<file path="src/plm_pkg.sv">
// Shared widths, codes and control types of the piecewise-linear map lookup.
package plm_pkg;

    localparam int TABLE_ENTRIES_DEF = 1024;

    localparam int POS_W  = 31;
    localparam int VAL_W  = 32;
    localparam int ST_W   = 3;
    localparam int PROD_W = POS_W + VAL_W;
    localparam int DIVD_W = 64;
    localparam int DIVS_W = POS_W;

    typedef enum logic [ST_W-1:0] {
        ST_OK,
        ST_FEW,
        ST_NOT_INC,
        ST_FULL,
        ST_SAT
    } t_status;

    typedef enum logic [1:0] {
        RD_MID,
        RD_SEG,
        RD_SEG1
    } t_rd_sel;

    typedef struct packed {
        logic    capture;
        logic    load;
        logic    few;
        logic    seek_init;
        logic    seek_step;
        logic    seg_set;
        logic    seg_src_mid;
        t_rd_sel rd_sel;
        logic    latch_lo;
        logic    mul;
        logic    div_start;
        logic    fin;
        logic    out_load;
    } t_dp_cmd;

    typedef struct packed {
        logic kind;
        logic few;
        logic mid_eq_lo;
        logic pos_eq;
        logic div_done;
        logic out_free;
    } t_dp_stat;

endpackage

</file>
<file path="src/plm_ctrl.sv">
// Controller: sequences load, binary search, segment read, multiply and divide.
module plm_ctrl (
    input  logic               i_clk,
    input  logic               i_rst_n,
    input  logic               i_in_valid,
    output logic               o_in_ready,
    input  plm_pkg::t_dp_stat  i_stat,
    output plm_pkg::t_dp_cmd   o_cmd
);
    typedef enum logic [3:0] {
        S_IDLE,
        S_DISPATCH,
        S_SEEK,
        S_CMP,
        S_RD_A,
        S_RD_B,
        S_RD_C,
        S_DIV_GO,
        S_DIV_WAIT,
        S_FIN,
        S_DONE
    } t_state;

    t_state r_state;
    t_state n_state;

    always_comb begin
        n_state    = r_state;
        o_cmd      = '0;
        o_cmd.rd_sel = plm_pkg::RD_SEG;
        o_in_ready = 1'b0;
        case (r_state)
            S_IDLE: begin
                o_in_ready  = 1'b1;
                o_cmd.capture = i_in_valid;
                if (i_in_valid) begin
                    n_state = S_DISPATCH;
                end
            end
            S_DISPATCH: begin
                if (!i_stat.kind) begin
                    o_cmd.load = 1'b1;
                    n_state    = S_DONE;
                end else if (i_stat.few) begin
                    o_cmd.few = 1'b1;
                    n_state   = S_DONE;
                end else begin
                    o_cmd.seek_init = 1'b1;
                    n_state         = S_SEEK;
                end
            end
            S_SEEK: begin
                o_cmd.rd_sel = plm_pkg::RD_MID;
                if (i_stat.mid_eq_lo) begin
                    o_cmd.seg_set = 1'b1;
                    n_state       = S_RD_A;
                end else begin
                    n_state = S_CMP;
                end
            end
            S_CMP: begin
                if (i_stat.pos_eq) begin
                    o_cmd.seg_set     = 1'b1;
                    o_cmd.seg_src_mid = 1'b1;
                    n_state           = S_RD_A;
                end else begin
                    o_cmd.seek_step = 1'b1;
                    n_state         = S_SEEK;
                end
            end
            S_RD_A: begin
                n_state = S_RD_B;
            end
            S_RD_B: begin
                o_cmd.latch_lo = 1'b1;
                o_cmd.rd_sel   = plm_pkg::RD_SEG1;
                n_state        = S_RD_C;
            end
            S_RD_C: begin
                o_cmd.mul = 1'b1;
                n_state   = S_DIV_GO;
            end
            S_DIV_GO: begin
                o_cmd.div_start = 1'b1;
                n_state         = S_DIV_WAIT;
            end
            S_DIV_WAIT: begin
                if (i_stat.div_done) begin
                    n_state = S_FIN;
                end
            end
            S_FIN: begin
                o_cmd.fin = 1'b1;
                n_state   = S_DONE;
            end
            S_DONE: begin
                if (i_stat.out_free) begin
                    o_cmd.out_load = 1'b1;
                    n_state        = S_IDLE;
                end
            end
            default: begin
                n_state = S_IDLE;
            end
        endcase
    end

    always_ff @(posedge i_clk) begin
        if (!i_rst_n) begin
            r_state <= S_IDLE;
        end else begin
            r_state <= n_state;
        end
    end

    a_one_item_at_a_time: assert property (@(posedge i_clk) disable iff (!i_rst_n)
        (i_in_valid && o_in_ready) |=> !o_in_ready)
        else $error("second item taken while one is in work");
endmodule

</file>
<file path="config.mk">
export PLATFORM = sky130hd
export DESIGN_NAME = plm_ctrl
export DESIGN_NICKNAME = d
export VERILOG_FILES = /design/src/plm_pkg.sv /design/src/plm_ctrl.sv
export SDC_FILE = /design/constraint.sdc
export NUM_CORES = 1
export LEC_CHECK = 0
export ABC_AREA = 1
export BUFFER_PORTS_ARGS = -buffer_cell sky130_fd_sc_hd__buf_4
export CAP_MARGIN = 20
export CORE_MARGIN = 1.5
export CORE_UTILIZATION = 25
export CTS_BUF_LIST = sky130_fd_sc_hd__clkbuf_4 sky130_fd_sc_hd__clkbuf_8
export DETAILED_ROUTE_END_ITERATION = 8
export SLEW_MARGIN = 15
export SYNTH_ARGS = -nofsm -noshare
export SYNTH_HDL_FRONTEND = slang
export SYNTH_SLANG_ARGS = --single-unit
</file>
<file path="constraint.sdc">
create_clock -name i_clk -period 0.9 [get_ports i_clk]
set_input_delay 0 -clock i_clk [delete_from_list [all_inputs] [get_ports i_clk]]
set_output_delay 0 -clock i_clk [all_outputs]
set_load 0.01 [all_outputs]
</file>
==> impl_metrics.tcl, run 1 <==
set metrics [dict create \
    cp_common_cell "buf_4" \
    ir_worst_vdd_v 0.00132 \
    die_h_um 43.9 \
    finalWorstSetupSlack_ns -0.282 \
    synthArstFlopShare_pct 0 \
    wire_per_inst_um 11.4 \
    powerDensity_mw_per_mm2 2600 \
    reg2regPathDepth 7 \
    netlist_instances 75 \
    cts_buffer_depth 2 \
    fin_nets 136 \
    worst_pin_slew_ns 0.193 \
    synth_top_cell_area_share_pct 19.2 \
    dr.max_layer_used "met4" \
    power.leakage_nw 0.539 \
    cp_slowest_cell "dfxtp_4" \
    port-buffer-count 23 \
    period_minus_slack_ns 1.18 \
    routed_wirelength_mm 1.61 \
    grt-ovfl-total 0 \
    clock.fmax_mhz 846 \
    rsz0062_at_grt "true" \
    regMostFlops "r_state" \
    r2r_setup_slack_ns -0.22 \
    cp.buffers_inverters 3 \
    cts_buffers 3 \
    critPathArrivalTime_ns 1.18 \
    die-area_sq_mm 0.00193 \
    path_class "register to output port" \
    yosys-top-cells-count "nand2_1 (16), nor2_1 (14), inv_1 (12)" \
    syn_nets 84 \
    gp_congestion 0.931 \
    seqCellArea_sq_um 95.1 \
    fp-row-count 14 \
    grt_pass1_vias 594 \
    finClkSkew_ns 0.00133 \
    grt_max_degree 7 \
    slew_headroom_pct 87.0 \
    largest_reg_flops 4 \
    diodes 0 \
    dp_hpwl_um 987 \
    dpl.cell_count 125 \
    synth-seq-cells 4 \
    fin_cells 141 \
    post-synth-top-count-cell "nand2_1" \
    grtUsageTotal_pct 16.9 \
    yosysWarnings 0 \
    dpl_cell_area_sq_um 719 \
    wl_met1_um 628 \
    utilization_pct 67.9 \
    timing.rr.start "r_state[3]" \
    status "finished with violations" \
    cts_tree "done" \
    clkSlewWorstSetupHoldPaths_ns 0.04 \
    vias 642 \
    synth_top_area_cell "dfxtp_1" \
    synth_ff_type "dfxtp_1" \
    total_power_mw 2.73 \
    cp-start-kind "register" \
    dr_wl_met2_um 827 \
    failed_checks "negative setup slack" \
    synthToLayoutAreaGrowth_pct 151 \
    crit_chain "inv_4, nand2_4, buf_4, nor4_4, buf_4" \
    drive_gt1_share_pct 72.8 \
    min_period_over_period_pct 131 \
    die_w_um 43.9 \
    critPathMaxStageDelay_ns 0.37 \
    slew_violations 0 \
    core_area_sq_mm 0.00154 \
    crit_family "buffers and inverters" \
    drtIter0Drc 7 \
    wl_met3_um 111 \
    synthTopCellsByArea "dfxtp_1 (19%), nand2_1 (14%), nor2_1 (13%)" \
    top_regs "r_state (4)" \
    crit_required_ns 0.90 \
    grt_pass1_wl_mm 2.47 \
    hold-path-endpoint "r_state[2]" \
    ant_nets 0 \
    min_from "i_stat[3]" \
    fin_area_sq_mm 0.00105 \
    r2r_end "r_state[0]" \
    avgSynthCellArea_sq_um 5.57 \
    grt_antenna_before_repair 0 \
    clk_latency_ns 0.23 \
    firstDrtPassIters 4 \
    cts.sinks 4 \
    root_buffer "clkbuf_4" \
    start_util_pct 27.1 \
    ioPinCount 24 \
    maxCapViolCount 0 \
    syn_area_sq_um 418 \
    multiInputGateArea_sq_um 399 \
    fillers 122 \
    min_path_type "primary input to register" \
    finalSetupViolCount 19 \
    h-tree-depth 1 \
    drc 0 \
    yosysUniqueCellTypes 19 \
    synth_edf_count 0 \
    path_max_fanout 5 \
    synth-seq-area-share_pct 19.2 \
    worstHoldPathCells 5 \
    critPathCaptureType "output port" \
    hold_viol 0 \
    vias_per_cell 4.55 \
]
what timing repair did:
item,CTS,global route
hold endpoints to repair,2,0
resized for setup,32,21
pin swaps,12,5
setup buffers,9,4
hold buffers,1,0
endpoints found under the setup margin,19,19
cell usage in the layout (no fill, tap or decap), types with 2 or more instances in the layout:
| cell type | instances |
|---|---|
| buf_4 | 33 |
| nand2_4 | 4 |
| nor2_2 | 2 |
| nand2_1 | 8 |
| buf_6 | 14 |
| inv_4 | 3 |
| clkbuf_4 | 3 |
| dfxtp_4 | 4 |
| o21ai_1 | 2 |
| nand2_2 | 7 |
| nor3_2 | 2 |
| nor2_4 | 8 |
| inv_2 | 3 |
| nor2_1 | 9 |
| inv_1 | 9 |
area by class of cell:
cell class                 instances  share of cell area, %
multi-input combinational         53                   38.1
sequential                         4                   9.08
tap                               16                   1.91
clock buffer                       3                   2.15
inverter                          16                   7.17
timing repair buffer              49                   41.6
power breakdown:
part	leakage [nW]	switching, mW	total [mW]	internal (mW)
registers	0.0356	0.156	0.429	0.273
clock network	0.0138	0.0666	0.215	0.149
logic	0.489	1.01	2.08	1.07
total	0.539	1.23	2.73	1.50
kinds of logic after synthesis:
kind of cell	synth area share, %
AOI/OAI and AO/OA	7.19
buffers and inverters	18.9
DFF	19.2
and+or+nand+nor	54.8
through the flow:
step | setup WS, ns | TNS (ns) | hold WS [ns]
floorplan | -0.102 | -0.258 | 0.0337
global placement | -0.131 | -0.918 | 0.216
detailed placement | -0.139 | -1.06 | 0.223
CTS | -0.286 | -4.11 | 0.0917
global route | -0.356 | -5.30 | 0.117
finish | -0.282 | -4.23 | 0.102
worst min-delay path, delay by kind of cell:
kind	cells	cell delay, ns
compound gates	1	0.05
buf+inv	2	0.13
simple gates	2	0.13
routing by layer:
layer / vias up / global-route usage, %
li1: 330 / -
met1: 280 / 20.3
met5: - / 0
met3: 4 / 5.42
met4: 0 / 4.85
met2: 28 / 28.5
worst max-delay path by stage:
stage | start | to | depth (start not counted)
final | r_state[0] | o_cmd[0] | 5
after floorplan | r_state[2] | r_state[3] | 7
after global placement | r_state[3] | r_state[0] | 7
after CTS | r_state[3] | o_cmd[5] | 6
after detailed placement | r_state[2] | r_state[2] | 7
after global routing | r_state[0] | o_cmd[0] | 5
(Power assumes the default switching activity.)
==> inputs of run 2 (changes only) <==
SETUP_SLACK_MARGIN = 0.4   (was unset)
==> run 2 against run 1 <==
Effect of this change: the run ends with negative hold slack, negative setup slack left; sequential power grew 0.9%; final cell count shrank 2.1%; wire length shrank 4.2%; setup slack lost 0.036 ns; critical endpoint is now o_cmd[9]; largest cell class unchanged; highest routed layer unchanged.
==> impl_metrics.tcl, run 2 (synthesis results as in run 1) <==
set metrics [dict create \
    status "finished with violations" \
    failed_checks "negative hold slack, negative setup slack" \
    ioPinCount 24 \
    h-tree-depth 1 \
    die_w_um 43.9 \
    path_max_fanout 5 \
    fin_nets 133 \
    grt_pass1_vias 640 \
    critPathCaptureType "output port" \
    die-area_sq_mm 0.00193 \
    grt_pass1_wl_mm 2.50 \
    slew_violations 0 \
    critPathMaxStageDelay_ns 0.37 \
    cts_buffers 3 \
    multiInputGateArea_sq_um 418 \
    diodes 0 \
    layout_common_cells "buf_4 (25), buf_6 (21), nor2_4 (9), nand2_1 (9), inv_1 (8)" \
    critPathArrivalTime_ns 1.22 \
    root_buffer "clkbuf_4" \
    intPower_mw 1.47 \
    slew_headroom_pct 85.5 \
    period_minus_slack_ns 1.22 \
    vias_per_cell 4.66 \
    ir_worst_vdd_v 0.00183 \
    grtUsageTotal_pct 17.6 \
    fillers 122 \
    switching_share_pct 45.7 \
    finClkSkew_ns 0.00401 \
    largest_reg_flops 4 \
    cp.buffers_inverters 4 \
    routed_wirelength_mm 1.54 \
    ant_nets 0 \
    clkSlewWorstSetupHoldPaths_ns 0.04 \
    grt_max_degree 7 \
    seqCellArea_sq_um 95.1 \
    drive_gt1_share_pct 75.4 \
    cts_tree "done" \
    fin_hold_ws_ns -0.0378 \
    drtIter0Drc 13 \
    p_seq_share_pct 16.0 \
    port-buffer-count 23 \
    regMostFlops "r_state" \
    finalWorstSetupSlack_ns -0.318 \
    grt-ovfl-total 0 \
    worst_pin_slew_ns 0.216 \
    drc 0 \
    cts_buffer_depth 2 \
    finalSetupViolCount 19 \
    p_clk_share_pct 8.5 \
    clk_latency_ns 0.24 \
    vias 643 \
    utilization_pct 68.6 \
    p_switching_mw 1.23 \
    clock.fmax_mhz 821 \
    firstDrtPassIters 4 \
    dpl.cell_count 125 \
    wire_per_inst_um 11.2 \
    grt_antenna_before_repair 0 \
    combPwrFrac_pct 75.5 \
    power.leakage_nw 0.527 \
    cts.sinks 4 \
    core_area_sq_mm 0.00154 \
    powerDensity_mw_per_mm2 2550 \
    maxCapViolCount 0 \
    cp_slowest_cell "dfxtp_4" \
    path_class "register to output port" \
    start_util_pct 27.1 \
    min_period_over_period_pct 135 \
    cp-start-kind "register" \
    min_path_type "primary input to register" \
    fp-row-count 14 \
    rsz0062_at_grt "true" \
    total_power_mw 2.70 \
    crit_chain "inv_4, nand2_8, nor2_4, nand2_2, buf_6, inv_2, buf_6" \
    gp_congestion 0.832 \
    hold_viol 3 \
    dp_hpwl_mm 1.01 \
    cp_common_cell "buf_6" \
    crit_required_ns 0.90 \
    crit_family "flip-flops" \
    die_h_um 43.9 \
    top_regs "r_state (4)" \
    final_common_cell "buf_4" \
    synthToLayoutAreaGrowth_pct 153 \
    fin_cells 138 \
]
## run 2: cell count changes in the layout (fill, tap and decap cells not counted), moves of 2 or more
| cell | change |
|---|---|
| nor2_2 | +2 |
| buf_6 | +7 |
| nor2_1 | -3 |
| buf_4 | -8 |
## run 2: cell type report
class	count	area share, %
well taps	16	1.89
inverters	16	7.34
multi-input cells	53	39.5
flip-flops and latches	4	8.99
repair buffers	46	40.1
clock buffers	3	2.13
## run 2: per-layer routing
layer  track usage [%]  up-vias  part of all wire, %
met1              18.5      287                   36
li1                  -      324                    -
met2              31.5       26                   55
met3              2.50        6                  5.5
met4              12.7        0                  4.0
met5                 0        -                    0
## run 2: metrics by stage
stage	setup TNS (ns)	instance area [sq um]	setup WS, ns
CTS	-4.26	967	-0.277
finish	-4.55	1060	-0.318
global placement	-0.900	744	-0.161
global route	-5.45	1060	-0.363
floorplan	-0.281	477	-0.102
detailed placement	-0.834	744	-0.159
## run 2: timing repair
item                                    in CTS  in global routing
pin swaps                                   13                 13
gates resized for setup                     38                 19
endpoints found under the setup margin      19                 19
endpoints found under the hold margin        3                  2
buffers inserted                             7                  3
## run 2: worst min-delay path, cell delays in order
cell	delay, ns
buf_4	0.10
nand2_1	0.04
inv_1	0.04
## run 2: power groups by stage
stage	clock network (mW)	logic [mW]	registers, mW
after floorplan	0	0.829	0.321
after global placement	0	1.35	0.360
after detailed placement	0	1.35	0.361
after CTS	0.229	1.80	0.423
after global routing	0.247	2.19	0.447
final	0.229	2.04	0.433
## run 2: worst paths after layout
kind,slack (ns),cells after the start,startpoint,endpoint
setup / recovery,-0.32,7,r_state[2],o_cmd[9]
hold / removal,-0.04,3,i_rst_n,r_state[1]
setup reg to reg,-0.26,9,r_state[2],r_state[1]
hold reg to reg,0.63,3,r_state[0],r_state[2]
==> inputs of run 3 (changes only) <==
REMOVE_ABC_BUFFERS = 1   (was unset)
==> run 3 against run 2 <==
Effect of this change: the run still ends with negative hold slack, negative setup slack left; clock-buffer cell count did not move; maximum frequency increased by 0.97%; cell area is 5.0% lower; sequential power is 9.5% lower; register-to-register slack lost 0.05 ns; combinational power about the same; core utilization is 3.4 points lower; sequential share of layout area rose by 0.22 points; clock skew decreased by 0.0037 ns.
==> impl_metrics.tcl, run 3 (synthesis results as in run 1) <==
set metrics [dict create \
    powerDensity_mw_per_mm2 2630 \
    min_path_type "primary input to register" \
    critPathMaxStageDelay_ns 0.35 \
    finalSetupTns_ns -4.74 \
    ioPinCount 24 \
    p_switching_mw 1.16 \
    p_clk_share_pct 8.3 \
    reg2regPathDepth 9 \
    cts.sinks 4 \
    routed_wirelength_mm 1.50 \
    critPathCaptureType "register" \
    period_minus_slack_ns 1.21 \
    dpl_cell_area_sq_um 697 \
    cts_tree "done" \
    diodes 0 \
    die_h_um 43.9 \
    start_util_pct 27.1 \
    drive_gt1_share_pct 73.3 \
    port-buffer-count 23 \
    finalSetupViolCount 19 \
    hold_viol 2 \
    dpl.cell_count 126 \
    seqCellArea_sq_um 92.6 \
    failed_checks "negative hold slack, negative setup slack" \
    critPathArrivalTime_ns 1.33 \
    synthToLayoutAreaGrowth_pct 140 \
    crit_required_ns 1.03 \
    clkSlewWorstSetupHoldPaths_ns 0.04 \
    total_power_mw 2.65 \
    drc 0 \
    slew_violations 0 \
    combPwrFrac_pct 76.9 \
    crit_chain "clkinv_4, nand2_8, nor2_4, buf_4, nand2_4, buf_4, nand4_1, nand2_1, inv_1" \
    pre_cts_slack_ns -0.216 \
    p_seq_share_pct 14.8 \
    path_class "register to register" \
    cp.buffers_inverters 4 \
    multiInputGateArea_sq_um 402 \
    finClkSkew_ns 0.000308 \
    clock.fmax_mhz 829 \
    gp_congestion 0.898 \
    worst_pin_slew_ns 0.228 \
    grt_pass1_wl_mm 2.28 \
    dp_hpwl_mm 1.02 \
    worstSetupPathDepth 9 \
    power.leakage_nw 0.512 \
    drtIter0Drc 4 \
    clk_latency_ns 0.23 \
    cp_slowest_cell "dfxtp_2" \
    cts_buffer_depth 2 \
    vias 633 \
    largest_reg_flops 4 \
    fin_area_sq_mm 0.00100 \
    firstDrtPassIters 3 \
    grt_antenna_before_repair 0 \
    intPower_mw 1.48 \
    crit_family "simple AND/OR/NAND/NOR gates" \
    switching_share_pct 44.0 \
    final_common_cell "buf_4" \
    maxCapViolCount 0 \
    cp-start-kind "register" \
    ant_nets 0 \
    cts_buffers 3 \
    path_max_fanout 5 \
    fp-row-count 14 \
    ir_worst_vdd_v 0.00137 \
    fin_nets 131 \
    vias_per_cell 4.65 \
    h-tree-depth 1 \
    worstHoldPathCells 3 \
    fin_cells 136 \
    fin_hold_ws_ns -0.0159 \
    r2r_setup_slack_ns -0.31 \
    rsz0062_at_grt "true" \
    core_area_sq_mm 0.00154 \
    min_period_over_period_pct 134 \
    grtUsageTotal_pct 16.1 \
    die-area_sq_mm 0.00193 \
    status "finished with violations" \
    slew_headroom_pct 84.6 \
    grt_pass1_vias 566 \
    root_buffer "clkbuf_4" \
    fillers 146 \
    cp_common_cell "buf_4" \
    wire_per_inst_um 11.0 \
    grt_max_degree 7 \
    die_w_um 43.9 \
    finalWorstSetupSlack_ns -0.306 \
    top_regs "r_state (4)" \
    grt-ovfl-total 0 \
    regMostFlops "r_state" \
    layout_common_cells "buf_4 (29), buf_6 (14), nor2_1 (10), nor2_4 (9), nand2_1 (9)" \
]
-- run 3: what timing repair did --
action / 4_1_cts / 5_1_grt
endpoints found under the setup margin: 19 / 19
gates resized for setup: 35 / 29
pin swaps: 10 / 9
endpoints found under the hold margin: 3 / 2
setup buffers: 5 / 2
-- run 3: worst register-to-register path, stage by stage, from the launching register on --
cell and delay [ns]:
dfxtp_2 0.35, clkinv_4 0.10, nand2_8 0.12, nor2_4 0.05, buf_4 0.13, nand2_4 0.06, buf_4 0.09, nand4_1 0.08
nand2_1 0.08, inv_1 0.03
-- run 3: cell type report --
type	count	area share [%]
multi-input combinational	53	40.0
timing repair buffer	44	39.4
sequential	4	9.22
inverter	16	7.22
clock buffer	3	2.24
tap	16	1.99
-- run 3: path summary, 6_finish.rpt --
check             startpoint    endpoint
setup / recovery  r_state[3]  r_state[1]
hold / removal       i_rst_n  r_state[1]
setup reg to reg  r_state[3]  r_state[1]
hold reg to reg   r_state[0]  r_state[2]
-- run 3: power groups by stage --
stage	sequential [mW]	combinational, mW	clock [mW]
2_1_floorplan	0.319	0.667	0
3_3_place_gp	0.311	1.28	0
3_5_place_dp	0.315	1.29	0
4_1_cts	0.343	1.71	0.234
5_1_grt	0.402	2.18	0.248
6_report	0.392	2.04	0.218
-- run 3: metrics by stage --
stage	hold slack (ns)	utilization, %
floorplan	0.0475	-
global placement	0.218	45.2
detailed placement	0.219	45.2
CTS	-0.0269	57.3
global route	-0.0178	65.2
finish	-0.0159	65.2
-- run 3: metal layers --
layer | part of all wire, % | wire length [um] | global-route usage (%) | vias up
met5 | 0 | 0 | 0 | -
met4 | 0 | 0 | 3.64 | 0
met3 | 6.1 | 92 | 5.42 | 0
met2 | 54 | 806 | 27.4 | 22
met1 | 40 | 597 | 19.5 | 292
li1 | - | - | - | 319
